**src/rtl/sbr_pkg.sv**
```systemverilog
// Shared constants, command/status structs and controller state codes
// for the spectrum band reducer. No dependencies.
`default_nettype none

package sbr_pkg;

    // Frame geometry
    localparam int BANDS   = 75;
    localparam int POS_W   = $clog2(BANDS);
    localparam int CNT_W   = $clog2(BANDS + 1);
    localparam int SCALE_W = $clog2(BANDS * BANDS + BANDS + 1);

    // Fixed field widths
    localparam int VAL_W  = 8;
    localparam int SUM_W  = 15;
    localparam int CFG_W  = 7;
    localparam int GRP_W  = CFG_W + 1;
    localparam int IDX_W  = 2;
    localparam int ITER_W = $clog2(SUM_W);

    localparam logic [CFG_W-1:0] OBC_RESET = 7'd75;
    localparam logic [GRP_W-1:0] BANDS_G   = GRP_W'(BANDS);

    // Configuration register indexes
    typedef enum logic [IDX_W-1:0] {
        REG_OUT_BAND_COUNT = 2'd0,
        REG_SELECT_MODE    = 2'd1
    } reg_index_t;

    // Controller states, one-hot
    typedef enum logic [3:0] {
        ST_IDLE   = 4'b0001,
        ST_DIVIDE = 4'b0010,
        ST_PICK   = 4'b0100,
        ST_RESULT = 4'b1000
    } state_t;

    // Controller to datapath
    typedef struct packed {
        logic accept;
        logic div_start;
        logic load_pick;
        logic load_result;
    } cmd_t;

    // Datapath to controller
    typedef struct packed {
        logic pick_first;
        logic close;
        logic close_pending;
        logic pick_mode;
        logic out_free;
        logic div_done;
    } status_t;

endpackage

`default_nettype wire

```
**src/rtl/spectrum_band_reducer.sv**
```systemverilog
// Top level of the spectrum band reducer: joins controller and datapath.
// Depends on sbr_pkg, sbr_ctrl, sbr_datapath (and sbr_divider beneath it).
//
//  Channel   Direction  Handshake             Payload
//  s_        in         s_tvalid / s_tready   s_tdata: band_value
//  m_        out        m_tvalid / m_tready   m_tdata: out_value, m_tlast: last_of_frame
//  cfg_      in         cfg_valid / cfg_ready cfg_index, cfg_data (register value)
//
// A band that causes no result leaves the controller idle; band zero in pick mode passes
// ST_PICK, then ST_RESULT when it also closes its group; any other band that closes a group
// passes ST_RESULT in pick mode, or ST_DIVIDE then ST_RESULT in average mode, where the
// bit-serial divider gives one quotient bit per cycle over the 15-bit group sum.
// Reset (aresetn low, synchronous) restores 75 groups, average mode, frame start.
// A stalled m_ side holds the controller in its load state; no input is taken
// until all results of the current band are in the result register.
`default_nettype none

module spectrum_band_reducer (
    input  wire logic                      aclk,
    input  wire logic                      aresetn,
    input  wire logic                      s_tvalid,
    output logic                           s_tready,
    input  wire logic [sbr_pkg::VAL_W-1:0] s_tdata,   // [7:0] band_value
    output logic                           m_tvalid,
    input  wire logic                      m_tready,
    output logic      [sbr_pkg::VAL_W-1:0] m_tdata,   // [7:0] out_value
    output logic                           m_tlast,
    input  wire logic                      cfg_valid,
    output logic                           cfg_ready,
    input  wire logic [sbr_pkg::IDX_W-1:0] cfg_index,
    input  wire logic [sbr_pkg::CFG_W-1:0] cfg_data
);

    sbr_pkg::cmd_t    cmd;
    sbr_pkg::status_t st;

    // Configuration writes are taken at any time
    assign cfg_ready = 1'b1;

    sbr_ctrl u_ctrl (
        .aclk     (aclk),
        .aresetn  (aresetn),
        .s_tvalid (s_tvalid),
        .s_tready (s_tready),
        .st       (st),
        .cmd      (cmd)
    );

    sbr_datapath u_datapath (
        .aclk      (aclk),
        .aresetn   (aresetn),
        .s_tdata   (s_tdata),
        .cfg_valid (cfg_valid),
        .cfg_index (cfg_index),
        .cfg_data  (cfg_data),
        .m_tready  (m_tready),
        .m_tvalid  (m_tvalid),
        .m_tdata   (m_tdata),
        .m_tlast   (m_tlast),
        .cmd       (cmd),
        .st        (st)
    );

endmodule

`default_nettype wire

```
**src/rtl/sbr_divider.sv**
```systemverilog
// Iterative restoring divider for the group mean, one quotient bit a cycle.
// Depends on sbr_pkg.
`default_nettype none

module sbr_divider (
    input  wire logic                      aclk,
    input  wire logic                      aresetn,
    input  wire logic                      start,
    input  wire logic [sbr_pkg::SUM_W-1:0] dividend,
    input  wire logic [sbr_pkg::CNT_W-1:0] divisor,
    output logic                           done,
    output logic      [sbr_pkg::SUM_W-1:0] quotient
);

    localparam logic [sbr_pkg::ITER_W-1:0] LAST_ITER = sbr_pkg::ITER_W'(sbr_pkg::SUM_W - 1);

    logic                        busy_reg, busy_next;
    logic [sbr_pkg::ITER_W-1:0]  iter_reg, iter_next;
    logic [sbr_pkg::SUM_W-1:0]   quo_reg, quo_next;
    logic [sbr_pkg::CNT_W-1:0]   rem_reg, rem_next;
    logic [sbr_pkg::CNT_W-1:0]   dsr_reg, dsr_next;
    logic [sbr_pkg::CNT_W:0]     trial;
    logic [sbr_pkg::CNT_W:0]     diff;

    // Shift in the next dividend bit and try a subtract
    always_comb begin
        trial     = {rem_reg, quo_reg[sbr_pkg::SUM_W-1]};
        diff      = trial - {1'b0, dsr_reg};
        busy_next = busy_reg;
        iter_next = iter_reg;
        quo_next  = quo_reg;
        rem_next  = rem_reg;
        dsr_next  = dsr_reg;
        if (start) begin
            busy_next = 1'b1;
            iter_next = '0;
            quo_next  = dividend;
            rem_next  = '0;
            dsr_next  = divisor;
        end else if (busy_reg) begin
            if (trial >= {1'b0, dsr_reg}) begin
                rem_next = diff[sbr_pkg::CNT_W-1:0];
                quo_next = {quo_reg[sbr_pkg::SUM_W-2:0], 1'b1};
            end else begin
                rem_next = trial[sbr_pkg::CNT_W-1:0];
                quo_next = {quo_reg[sbr_pkg::SUM_W-2:0], 1'b0};
            end
            iter_next = iter_reg + 1'b1;
            if (iter_reg == LAST_ITER) begin
                busy_next = 1'b0;
            end
        end
    end

    always_ff @(posedge aclk) begin
        if (!aresetn) begin
            busy_reg <= 1'b0;
            iter_reg <= '0;
        end else begin
            busy_reg <= busy_next;
            iter_reg <= iter_next;
        end
        quo_reg <= quo_next;
        rem_reg <= rem_next;
        dsr_reg <= dsr_next;
    end

    // Final step is taken in this cycle; quotient is whole on the next
    assign done     = busy_reg && (iter_reg == LAST_ITER);
    assign quotient = quo_reg;

endmodule

`default_nettype wire

```
**src/rtl/sbr_datapath.sv**
```systemverilog
// Datapath: configuration registers, frame accumulators, group close test,
// divider and result register. Depends on sbr_pkg and sbr_divider.
`default_nettype none

module sbr_datapath (
    input  wire logic                      aclk,
    input  wire logic                      aresetn,
    input  wire logic [sbr_pkg::VAL_W-1:0] s_tdata,
    input  wire logic                      cfg_valid,
    input  wire logic [sbr_pkg::IDX_W-1:0] cfg_index,
    input  wire logic [sbr_pkg::CFG_W-1:0] cfg_data,
    input  wire logic                      m_tready,
    output logic                           m_tvalid,
    output logic      [sbr_pkg::VAL_W-1:0] m_tdata,
    output logic                           m_tlast,
    input  wire sbr_pkg::cmd_t             cmd,
    output sbr_pkg::status_t               st
);

    logic [sbr_pkg::CFG_W-1:0]   obc_reg;
    logic                        mode_reg;
    logic [sbr_pkg::POS_W-1:0]   pos_reg;
    logic [sbr_pkg::SUM_W-1:0]   sum_reg;
    logic [sbr_pkg::CNT_W-1:0]   cnt_reg;
    logic [sbr_pkg::SCALE_W-1:0] scaled_reg;
    logic [sbr_pkg::SCALE_W-1:0] thr_reg;
    logic [sbr_pkg::VAL_W-1:0]   hold_reg;
    logic                        close_reg;
    logic                        last_reg;
    logic                        out_valid_reg;
    logic [sbr_pkg::VAL_W-1:0]   out_data_reg;
    logic                        out_last_reg;

    logic [sbr_pkg::GRP_W-1:0]   obc_ext;
    logic [sbr_pkg::GRP_W-1:0]   groups;
    logic                        last_now;
    logic [sbr_pkg::SCALE_W-1:0] scaled_now;
    logic                        close_now;
    logic [sbr_pkg::SUM_W-1:0]   sum_now;
    logic [sbr_pkg::CNT_W-1:0]   cnt_now;
    logic                        cfg_hit;
    logic                        div_done;
    logic [sbr_pkg::SUM_W-1:0]   quotient;

    // Clamp the group count to 1..BANDS
    always_comb begin
        obc_ext = {1'b0, obc_reg};
        if (obc_ext == '0) begin
            groups = sbr_pkg::GRP_W'(1);
        end else if (obc_ext > sbr_pkg::BANDS_G) begin
            groups = sbr_pkg::BANDS_G;
        end else begin
            groups = obc_ext;
        end
    end

    // Group close test for the band on the input
    always_comb begin
        last_now   = (pos_reg == sbr_pkg::POS_W'(sbr_pkg::BANDS - 1));
        scaled_now = scaled_reg + sbr_pkg::SCALE_W'(groups);
        close_now  = (scaled_now >= thr_reg) || last_now;
        sum_now    = sum_reg + sbr_pkg::SUM_W'(s_tdata);
        cnt_now    = cnt_reg + 1'b1;
        cfg_hit    = cfg_valid && ((cfg_index == sbr_pkg::REG_OUT_BAND_COUNT) ||
                                   (cfg_index == sbr_pkg::REG_SELECT_MODE));
    end

    // Configuration and frame state
    always_ff @(posedge aclk) begin
        if (!aresetn) begin
            obc_reg    <= sbr_pkg::OBC_RESET;
            mode_reg   <= 1'b0;
            pos_reg    <= '0;
            sum_reg    <= '0;
            cnt_reg    <= '0;
            scaled_reg <= '0;
            thr_reg    <= sbr_pkg::SCALE_W'(sbr_pkg::BANDS);
        end else if (cfg_hit) begin
            if (cfg_index == sbr_pkg::REG_OUT_BAND_COUNT) begin
                obc_reg <= cfg_data;
            end else begin
                mode_reg <= cfg_data[0];
            end
            pos_reg    <= '0;
            sum_reg    <= '0;
            cnt_reg    <= '0;
            scaled_reg <= '0;
            thr_reg    <= sbr_pkg::SCALE_W'(sbr_pkg::BANDS);
        end else if (cmd.accept) begin
            if (last_now) begin
                pos_reg    <= '0;
                sum_reg    <= '0;
                cnt_reg    <= '0;
                scaled_reg <= '0;
                thr_reg    <= sbr_pkg::SCALE_W'(sbr_pkg::BANDS);
            end else begin
                pos_reg    <= pos_reg + 1'b1;
                scaled_reg <= scaled_now;
                if (close_now) begin
                    sum_reg <= '0;
                    cnt_reg <= '0;
                    thr_reg <= thr_reg + sbr_pkg::SCALE_W'(sbr_pkg::BANDS);
                end else begin
                    sum_reg <= sum_now;
                    cnt_reg <= cnt_now;
                end
            end
        end
    end

    // Hold the accepted band and its close decision
    always_ff @(posedge aclk) begin
        if (cmd.accept) begin
            hold_reg  <= s_tdata;
            close_reg <= close_now;
            last_reg  <= last_now;
        end
    end

    sbr_divider u_divider (
        .aclk     (aclk),
        .aresetn  (aresetn),
        .start    (cmd.div_start),
        .dividend (sum_now),
        .divisor  (cnt_now),
        .done     (div_done),
        .quotient (quotient)
    );

    // Result register
    always_ff @(posedge aclk) begin
        if (!aresetn) begin
            out_valid_reg <= 1'b0;
        end else if (cmd.load_pick || cmd.load_result) begin
            out_valid_reg <= 1'b1;
        end else if (m_tready) begin
            out_valid_reg <= 1'b0;
        end
        if (cmd.load_pick) begin
            out_data_reg <= hold_reg;
            out_last_reg <= 1'b0;
        end else if (cmd.load_result) begin
            out_data_reg <= mode_reg ? hold_reg : quotient[sbr_pkg::VAL_W-1:0];
            out_last_reg <= last_reg;
        end
    end

    assign m_tvalid = out_valid_reg;
    assign m_tdata  = out_data_reg;
    assign m_tlast  = out_last_reg;

    always_comb begin
        st.pick_first    = mode_reg && (pos_reg == '0);
        st.close         = close_now;
        st.close_pending = close_reg;
        st.pick_mode     = mode_reg;
        st.out_free      = !out_valid_reg || m_tready;
        st.div_done      = div_done;
    end

endmodule

`default_nettype wire

```
**src/rtl/sbr_ctrl.sv**
```systemverilog
// Controller state machine: sequences accept, division and result loads.
// Depends on sbr_pkg.
`default_nettype none

module sbr_ctrl (
    input  wire logic             aclk,
    input  wire logic             aresetn,
    input  wire logic             s_tvalid,
    output logic                  s_tready,
    input  wire sbr_pkg::status_t st,
    output sbr_pkg::cmd_t         cmd
);

    sbr_pkg::state_t state_reg, state_next;

    // Next state and commands
    always_comb begin
        state_next      = state_reg;
        s_tready        = (state_reg == sbr_pkg::ST_IDLE);
        cmd.accept      = s_tready && s_tvalid;
        cmd.div_start   = 1'b0;
        cmd.load_pick   = 1'b0;
        cmd.load_result = 1'b0;
        unique case (state_reg)
            sbr_pkg::ST_IDLE: begin
                if (cmd.accept) begin
                    cmd.div_start = st.close && !st.pick_mode;
                    priority if (st.pick_first) begin
                        state_next = sbr_pkg::ST_PICK;
                    end else if (st.close && st.pick_mode) begin
                        state_next = sbr_pkg::ST_RESULT;
                    end else if (st.close) begin
                        state_next = sbr_pkg::ST_DIVIDE;
                    end
                end
            end
            sbr_pkg::ST_DIVIDE: begin
                if (st.div_done) begin
                    state_next = sbr_pkg::ST_RESULT;
                end
            end
            sbr_pkg::ST_PICK: begin
                if (st.out_free) begin
                    cmd.load_pick = 1'b1;
                    state_next    = st.close_pending ? sbr_pkg::ST_RESULT : sbr_pkg::ST_IDLE;
                end
            end
            sbr_pkg::ST_RESULT: begin
                if (st.out_free) begin
                    cmd.load_result = 1'b1;
                    state_next      = sbr_pkg::ST_IDLE;
                end
            end
            default: begin
                state_next = sbr_pkg::ST_IDLE;
            end
        endcase
    end

    always_ff @(posedge aclk) begin
        if (!aresetn) begin
            state_reg <= sbr_pkg::ST_IDLE;
        end else begin
            state_reg <= state_next;
        end
    end

    // A division always follows its start
    a_div_follows_start: assert property (@(posedge aclk) disable iff (!aresetn)
        cmd.div_start |=> (state_reg == sbr_pkg::ST_DIVIDE))
        else $error("division started without entering divide state");

    // Divider finishes only while the controller waits for it
    a_done_in_divide: assert property (@(posedge aclk) disable iff (!aresetn)
        st.div_done |-> (state_reg == sbr_pkg::ST_DIVIDE))
        else $error("divider done outside divide state");

    // Never overwrite a result that has not been taken
    a_load_when_free: assert property (@(posedge aclk) disable iff (!aresetn)
        (cmd.load_pick || cmd.load_result) |-> st.out_free)
        else $error("result register overwritten");

    // Band zero pick is followed by its group result when that group closed
    a_pick_then_result: assert property (@(posedge aclk) disable iff (!aresetn)
        (cmd.load_pick && st.close_pending) |=> (state_reg == sbr_pkg::ST_RESULT))
        else $error("second result after pick lost");

endmodule

`default_nettype wire

```
**config.mk**
```make
export PLATFORM = sky130hd
export DESIGN_NAME = spectrum_band_reducer
export DESIGN_NICKNAME = d
export VERILOG_FILES = /design/src/rtl/sbr_pkg.sv /design/src/rtl/spectrum_band_reducer.sv /design/src/rtl/sbr_divider.sv /design/src/rtl/sbr_datapath.sv /design/src/rtl/sbr_ctrl.sv
export SDC_FILE = /design/constraint.sdc
export NUM_CORES = 1
export LEC_CHECK = 0
export ABC_AREA = 1
export BUFFER_PORTS_ARGS = -buffer_cell sky130_fd_sc_hd__buf_2
export CORE_MARGIN = 4
export CORE_UTILIZATION = 50
export DETAILED_ROUTE_END_ITERATION = 12
export PLACE_DENSITY = 0.67
export RECOVER_POWER = 25
export SLEW_MARGIN = 20
export SYNTH_ARGS = -nofsm -noshare
export SYNTH_HDL_FRONTEND = slang
export SYNTH_SLANG_ARGS = --single-unit
```
**constraint.sdc**
```tcl
create_clock -name aclk -period 4.3 [get_ports aclk]
set_input_delay 0.215 -clock aclk [delete_from_list [all_inputs] [get_ports aclk]]
set_output_delay 0.215 -clock aclk [all_outputs]
set_load 0.02 [all_outputs]
```
==> reports/qor.yml, run 1 <==
leakagePower_nw: 3.66
grt_usage_pct: 20.5
syn_inst: 955
period_share_pct: 88.9
holdPathEnd: "u_datapath.obc_reg[3]$_SDFFE_PN1P_"
slew_headroom_pct: 44.3
die_area_mm2: 0.0163
ys.warnings.count: 0
p_per_area_mw_per_mm2: 721
yosys-top-cells-area: "dfxtp_1 (23%), edfxtp_1 (17%), nand2_1 (15%)"
timing.rr.end: "u_datapath.thr_reg[6]$_SDFFE_PP1P_"
final_antenna_net_count: 0
peakVddDrop_uv: 383
ys_seq_area_share_pct: 39.4
grt_pass1_vias: 5743
synth-main-ff-cell: "dfxtp_1"
criticalPathCategory: "reg2reg"
diodes: 0
hold_depth: 3
num-fill-cells: 1302
timing.final.hold_violations: 0
wirelength_um: 15700
cts_tree: "done"
io_buffers: 32
placed_cells: 1148
start_util_pct: 51.4
fin_nets: 1062
instances_no_fill: 1188
ioPinCount: 34
clock-sinks: 121
grt_pass1_wl_um: 27000
rsz0062_at_grt: "no"
coreArea_mm2: 0.0139
path_clk_slew_ns: 0.05
cts_root_buf: "clkbuf_16"
worst-slew-pin-transition_ns: 0.834
finalPower_w: 0.00587
vias_per_cell: 5.08
holdWs_ns: 0.0324
synth_edf_count: 40
cts.path.max_buffers: 2
avgRoutedWirePerCell_um: 13.2
row_count: 43
dp_hpwl_um: 11200
ys_ff_latch: 121
critPathMaxStageDelay_ns: 0.39
drc: 0
h-tree-depth: 4
area_growth_pct: 13.5
end_kind: "flop"
tns_ns: 0
die_x_um: 128
critPathRequiredTime_ns: 4.60
slew_violations: 0
slowest_stage: "fa_1"
skew_ns: 0.0116
syn_avg_cell_area_um2: 7.50
die_h_um: 128
drtIter0Drc: 292
path_max_fanout: 14
mappedNetlistArea_mm2: 0.00717
synth_top_area_cell: "dfxtp_1"
cts_buffers: 17
crit_buf_inv: 5
worstPathArrival_ns: 4.12
vias: 6031
fmax_ghz: 0.262
hold_class: "in2reg"
place_congestion: 0.890
finalSetupViolations: 0
clock_latency_ns: 0.43
firstDrtPassIters: 5
r2r_cells: 25
max_cap_violations: 0
cp_top_family: "simple AND/OR/NAND/NOR gates"
synth_nets: 1022
synthArstFlopShare_pct: 0
synth_cell_types: 46
r2r_slack_ns: 0.48
grt_start_max_net_pins: 45
final_layout_size_suffix_gt1_share_pct: 9.72
cpMostUsedCell: "nand2_1"
startpoint_type: "flop"
grt_overflow_total: 0
antenna_found_initial: 0
status: "finished clean"
reg2reg_from: "u_datapath.obc_reg[2]$_SDFFE_PN0P_"
fin_crit_ns: 3.82
hp-start: "cfg_data[3]"
synth.top_cell.area_share_pct: 22.6
-- Yosys cell counts (10+ instances only) --
| cell type | instances |
|---|---|
| a21oi_1 | 64 |
| a21oi_2 | 12 |
| clkbuf_1 | 10 |
| dfxtp_1 | 81 |
| edfxtp_1 | 40 |
| ha_1 | 42 |
| inv_1 | 120 |
| nand2_1 | 290 |
| nand2_2 | 12 |
| nand3_1 | 58 |
| nand4_1 | 15 |
| nor2_1 | 62 |
| nor3_1 | 12 |
| o21ai_0 | 30 |
| xnor2_1 | 11 |
| xor2_1 | 20 |
-- final cells by class --
cell class	count	area (µm²)	area share, %
timing repair buffer	46	277	3.40
inverter	126	480	5.91
sequential	121	2820	34.7
clock buffer	19	433	5.32
clock inverter	13	183	2.25
tap	180	225	2.77
multi-input combinational	683	3710	45.6
-- cell usage in the layout (no fill, tap or decap), drive strengths merged, types with 5 or more instances in the layout --
cell type	Yosys	layout
nand2	302	302
inv	125	126
dfxtp	81	81
a21oi	77	77
nor2	67	67
nand3	62	62
ha	42	42
edfxtp	40	40
o21ai	40	40
clkbuf	10	36
buf	15	22
xor2	20	20
nand4	16	16
nor3	13	13
xnor2	11	11
clkinv	1	8
dlygate4sd3	0	7
o211ai	6	6
or2	6	6
bufinv	0	5
-- worst min-delay path, cell delays in order --
cell and delay, ns:
buf_2 0.07, nand2_1 0.04, o211ai_1 0.08
-- where the power goes --
group | internal, W | switching, W | total, W
clock | 0.00101 | 0.000499 | 0.00151
combinational | 0.000902 | 0.00170 | 0.00260
sequential | 0.00158 | 0.000175 | 0.00176
total | 0.00350 | 0.00237 | 0.00587
-- per-stage QoR --
| stage | worst slack, ns | area, µm² | util, % |
|---|---|---|---|
| 6_report | 0.479 | 8130 | 58.4 |
| 5_1_grt | 0.0340 | 8130 | 58.4 |
| 4_1_cts | 0.144 | 8110 | 58.2 |
| 3_5_place_dp | 0.206 | 7440 | 53.4 |
| 3_3_place_gp | 0.354 | 7440 | 53.4 |
| 2_1_floorplan | 0.406 | 7170 | - |
-- timing repair --
| item | CTS | global route |
|---|---|---|
| endpoints found under the hold margin | 6 | 1 |
| setup endpoints to repair | 0 | 72 |
| buffers inserted | 0 | 1 |
| resized for setup | 0 | 10 |
| hold buffers | 6 | 1 |
-- kinds of logic after synthesis --
logic type      share of synthesized area [%]
simple gates                             28.7
buf+inv                                  9.04
compound gates                           10.4
flops                                    39.4
fa+ha+maj                                8.17
xor+xnor                                 3.79
mux                                     0.471
other cells                            0.0523
-- per-layer routing --
layer / part of all wire, % / global-route usage, %
met5: 0 / 0
met4: 1.4 / 6.37
met3: 3.6 / 4.67
met2: 45 / 32.8
met1: 50 / 27.9
-- how the worst max path moves through the flow --
stage	from	endpoint	slack, ns	depth (start not counted)
floorplan	u_datapath.obc_reg[2]$_SDFFE_PN0P_	u_datapath.u_divider.quotient[0]$_DFFE_PP_	0.41	24
global placement	u_datapath.obc_reg[2]$_SDFFE_PN0P_	u_datapath.u_divider.quotient[2]$_DFFE_PP_	0.35	26
detailed placement	u_datapath.obc_reg[2]$_SDFFE_PN0P_	u_datapath.u_divider.quotient[5]$_DFFE_PP_	0.21	24
CTS	u_datapath.obc_reg[2]$_SDFFE_PN0P_	u_datapath.u_divider.quotient[5]$_DFFE_PP_	0.14	25
global route	u_datapath.obc_reg[2]$_SDFFE_PN0P_	u_datapath.thr_reg[9]$_SDFFE_PP0P_	0.03	26
finish	u_datapath.obc_reg[2]$_SDFFE_PN0P_	u_datapath.thr_reg[6]$_SDFFE_PP1P_	0.48	25
(Power assumes the default switching activity.)
==> run 2, diff against run 1 <==
--- a/config.mk
+++ b/config.mk
@@ -6,7 +6,7 @@
 export NUM_CORES = 1
 export LEC_CHECK = 0
 export ABC_AREA = 1
-export BUFFER_PORTS_ARGS = -buffer_cell sky130_fd_sc_hd__buf_2
+export BUFFER_PORTS_ARGS = -buffer_cell sky130_fd_sc_hd__buf_4
 export CORE_MARGIN = 4
 export CORE_UTILIZATION = 50
 export DETAILED_ROUTE_END_ITERATION = 12
==> constraint.sdc (replaced) <==
create_clock -name aclk -period 4.51 [get_ports aclk]
set_input_delay 0.2255 -clock aclk [delete_from_list [all_inputs] [get_ports aclk]]
set_output_delay 0.2255 -clock aclk [all_outputs]
set_load 0.02 [all_outputs]
==> reports/qor.yml, run 2 (synthesis results as in run 1) <==
grt_pass1_vias: 5622
h-tree-depth: 4
area_growth_pct: 13.1
cts_setup_buffers: 0
cts_buffers: 17
hp-start: "cfg_data[6]"
finalSetupViolations: 0
avgRoutedWirePerCell_um: 13.1
slew_headroom_pct: 42.5
path_clk_slew_ns: 0.05
clock_latency_ns: 0.41
worst-slew-pin-transition_ns: 0.862
die_h_um: 128
grt_overflow_total: 0
row_count: 43
slowest_stage: "fa_1"
tns_ns: 0
wirelength_um: 15500
layout_common_cells: "nand2_1 (289), inv_1 (120), dfxtp_1 (81)"
die_area_mm2: 0.0163
period_share_pct: 88.9
cp_top_family: "simple AND/OR/NAND/NOR gates"
crit_buf_inv: 5
antenna_found_initial: 0
p_per_area_mw_per_mm2: 680
critPathRequiredTime_ns: 4.61
peakVddDrop_uv: 369
leakagePower_nw: 3.64
io_buffers: 32
max_cap_violations: 0
grt_pass1_wl_um: 26000
vias: 6031
final_antenna_net_count: 0
firstDrtPassIters: 5
instances_no_fill: 1183
criticalPathCategory: "reg2reg"
cp_cell_sequence: "inv_1, o21ai_0, nand2_1, inv_1, a311o_1, ha_1, inv_1, fa_1, inv_1, nand3_1, nand2_1, nand2_1, nand3_1, nand2_1, xor2_1, ha_1, nand2_1, nor2_2, and2_1, nand2_1, nand4_4, nand3_4, nand2_1, buf_4"
skew_ns: 0.00485
startpoint_type: "flop"
clock-sinks: 121
worstSetupStartpoint: "u_datapath.obc_reg[2]$_SDFFE_PN0P_"
slew_violations: 0
critPathMaxStageDelay_ns: 0.39
drtIter0Drc: 315
dp_hpwl_um: 11000
die_x_um: 128
cts.path.max_buffers: 2
timing.final.hold_violations: 0
status: "finished clean"
diodes: 0
cts_root_buf: "clkbuf_16"
cts_tree: "done"
fin_crit_ns: 4.01
placed_cells: 1147
final_layout_size_suffix_gt1_share_pct: 9.87
grt_usage_pct: 19.6
fmax_ghz: 0.249
path_max_fanout: 14
place_congestion: 0.861
drc: 0
final_common_cell: "nand2_1"
start_util_pct: 51.4
hold_class: "in2reg"
cpMostUsedCell: "nand2_1"
num-fill-cells: 1307
worstPathArrival_ns: 4.11
ioPinCount: 34
coreArea_mm2: 0.0139
rsz0062_at_grt: "no"
grt_start_max_net_pins: 46
reg2reg_from: "u_datapath.obc_reg[2]$_SDFFE_PN0P_"
end_kind: "flop"
fin_nets: 1057
vias_per_cell: 5.10
## run 2: cell count changes in the layout (fill, tap and decap cells not counted), sizes merged
cell / change
buf: -4
clkinv: -1
dlygate4sd3: -3
clkinvlp: +2
clkbuf: +1
## run 2: worst paths after layout
| path | end | slack [ns] | cells past startpoint |
|---|---|---|---|
| worst min-delay path | u_datapath.obc_reg[6]$_SDFFE_PN1P_ | 0.03 | 3 |
| worst min register to register | u_datapath.scaled_reg[0]$_SDFFE_PP0P_ | 0.47 | 2 |
| worst max register to register | u_datapath.u_divider.quotient[12]$_DFFE_PP_ | 0.50 | 24 |
| worst max-delay path | u_datapath.u_divider.quotient[12]$_DFFE_PP_ | 0.50 | 24 |
## run 2: final cells by class
cell class	count	area [µm²]	area share (%)
Clock buffer	18	429	5.30
Clock inverter	14	204	2.52
Inverter	126	475	5.87
Multi-Input combinational cell	683	3690	45.5
Sequential cell	121	2820	34.8
Tap cell	180	225	2.78
Timing Repair Buffer	41	258	3.18
## run 2: worst min-delay path: cells and delay by family
family,cells,cell delay (ns)
buffers and inverters,1,0.08
AND/OR/NAND/NOR,2,0.11
## run 2: metal layers
layer	global-route usage, %	vias up	share of wire [%]
met5	0	-	0
met4	4.74	0	0.67
met3	4.54	13	3.5
met2	31.5	98	46
met1	26.9	2761	50
li1	-	3159	-
## run 2: where the power goes
group	internal, W	leakage [nW]	total (W)	switching, W
Sequential	0.00151	1.03	0.00168	0.000172
Combinational	0.000798	2.31	0.00238	0.00158
Clock	0.000973	0.302	0.00145	0.000480
## run 2: timing repair
| item | in CTS | in global routing |
|---|---|---|
| gates resized for setup | 0 | 1 |
| hold buffers | 4 | 0 |
| setup endpoints to repair | 0 | 12 |
| hold endpoints to repair | 4 | 0 |
## run 2: stage by stage
stage               total power, W  utilization (%)  worst slack [ns]  cell area [µm²]  hold WS, ns
floorplan                  0.00362                -             0.616             7170        0.324
global placement           0.00402             53.8             0.570             7500        0.420
detailed placement         0.00405             53.8             0.429             7500        0.422
CTS                        0.00554             58.6             0.410             8170      0.00117
global route               0.00593             58.2            0.0549             8100       0.0582
finish                     0.00551             58.2             0.501             8100       0.0346
==> run 3, diff against run 2 <==
--- a/config.mk
+++ b/config.mk
@@ -8,9 +8,10 @@
 export ABC_AREA = 1
 export BUFFER_PORTS_ARGS = -buffer_cell sky130_fd_sc_hd__buf_4
 export CORE_MARGIN = 4
-export CORE_UTILIZATION = 50
+export CORE_UTILIZATION = 65
 export DETAILED_ROUTE_END_ITERATION = 12
-export PLACE_DENSITY = 0.67
+export GPL_ROUTABILITY_DRIVEN = 0
+export PLACE_DENSITY = 0.84
 export RECOVER_POWER = 25
 export SLEW_MARGIN = 20
 export SYNTH_ARGS = -nofsm -noshare
==> reports/qor.yml, run 3 (synthesis results as in run 1) <==
status: "finished clean"
worstPathArrival_ns: 4.43
start_util_pct: 66.4
peakVddDrop_uv: 403
dp_hpwl_um: 10700
die_x_um: 113
fin_crit_ns: 4.14
grt_overflow_total: 0
ioPinCount: 34
final_antenna_net_count: 0
grt_pass1_wl_um: 26700
slew_headroom_pct: 44.9
wirelength_um: 15800
grt_usage_pct: 25.9
max_cap_violations: 0
cts.path.max_buffers: 2
vias_per_cell: 5.37
placed_cells: 1105
hold_class: "in2reg"
cts_tree: "done"
h-tree-depth: 4
firstDrtPassIters: 5
place_area_mm2: 0.00743
cpMostUsedCell: "nand2_1"
startpoint_type: "flop"
path_max_fanout: 26
tns_ns: 0
coreArea_mm2: 0.0108
end_kind: "flop"
avgRoutedWirePerCell_um: 13.7
drc: 0
row_count: 38
multiInputGateArea_mm2: 0.00371
antenna_found_initial: 0
fin_area_mm2: 0.00814
skew_ns: 0.00639
drtIter0Drc: 519
period_share_pct: 91.8
ff_latch_area_mm2: 0.00282
final_common_cell: "nand2_1"
timing.final.hold_violations: 0
criticalPathCategory: "reg2reg"
final_layout_size_suffix_gt1_share_pct: 9.63
fin_nets: 1072
vias: 6218
die_area_mm2: 0.0128
p_per_area_mw_per_mm2: 661
leakagePower_nw: 3.66
worst-slew-pin-transition_ns: 0.825
clock_latency_ns: 0.53
instances_no_fill: 1158
critPathMaxStageDelay_ns: 0.40
layout_common_cells: "nand2_1 (288), inv_1 (120), dfxtp_1 (81)"
die_h_um: 113
path_clk_slew_ns: 0.06
slowest_stage: "fa_1"
clock-sinks: 121
fmax_ghz: 0.241
diodes: 0
cts_root_buf: "clkbuf_8"
cts_buffers: 17
grt_pass1_vias: 5813
grt_start_max_net_pins: 46
num-fill-cells: 814
area_growth_pct: 13.7
critPathRequiredTime_ns: 4.79
io_buffers: 32
finalSetupViolations: 0
slew_violations: 0
[run 3: changes by cell type in the layout (fill, tap and decap cells not counted), sizes merged]
cell	before	now
dlygate4sd3	4	20
bufinv	5	2
clkinv	7	6
buf	18	15
clkbuf	37	43
[run 3: stage by stage]
stage / worst slack (ns) / hold WS [ns] / power [W] / utilization, %
global placement: 0.325 / 0.419 / 0.00396 / 68.9
finish: 0.368 / 0.0552 / 0.00538 / 75.5
global route: -0.00729 / 0.0638 / 0.00578 / 75.5
CTS: 0.0365 / 0.0272 / 0.00533 / 75.8
detailed placement: 0.115 / 0.418 / 0.00402 / 68.9
floorplan: 0.616 / 0.324 / 0.00362 / -
[run 3: where the power goes]
part | total (W) | switching, W | internal [W]
Combinational | 0.00244 | 0.00161 | 0.000832
Clock | 0.00126 | 0.000470 | 0.000791
Sequential | 0.00168 | 0.000171 | 0.00151
[run 3: worst paths after layout]
check                                startpoint                                    endpoint  slack, ns  cells after the start
min reg2reg     u_datapath.m_tlast$_SDFFE_PP0P_             u_datapath.m_tlast$_SDFFE_PP0P_       0.45                      2
max          u_datapath.obc_reg[2]$_SDFFE_PN0P_  u_datapath.u_divider.quotient[8]$_DFFE_PP_       0.37                     25
max reg2reg  u_datapath.obc_reg[2]$_SDFFE_PN0P_  u_datapath.u_divider.quotient[8]$_DFFE_PP_       0.37                     25
min                                    s_tvalid            u_ctrl.state_reg[0]$_SDFFE_PN1P_       0.06                      4
[run 3: layer usage]
metal | global-route usage, % | vias up | share of wire, %
li1 | - | 3190 | -
met1 | 34.4 | 2844 | 47
met2 | 40.5 | 157 | 46
met3 | 6.26 | 27 | 5.3
met4 | 10.7 | 0 | 1.7
met5 | 0 | - | 0
[run 3: final cells by class]
class	count	area share, %
inverters	126	5.90
repair buffers	56	5.04
clock inverters	10	1.26
well taps	140	2.15
flip-flops and latches	121	34.7
clock buffers	22	5.44
multi-input cells	683	45.6
[run 3: critical path, delay by kind of cell, from the launching register on]
family	cells	cell delay, ns
fa+ha+maj	3	0.91
compound gates	5	0.67
flops	1	0.33
xor+xnor	1	0.20
simple gates	10	1.11
buf+inv	6	0.69
[run 3: repair_timing]
item                       CTS  global route
gates resized for setup      0             8
hold buffers                20             0
hold endpoints to repair    18             0
setup endpoints to repair    0            36
setup buffers                0             1
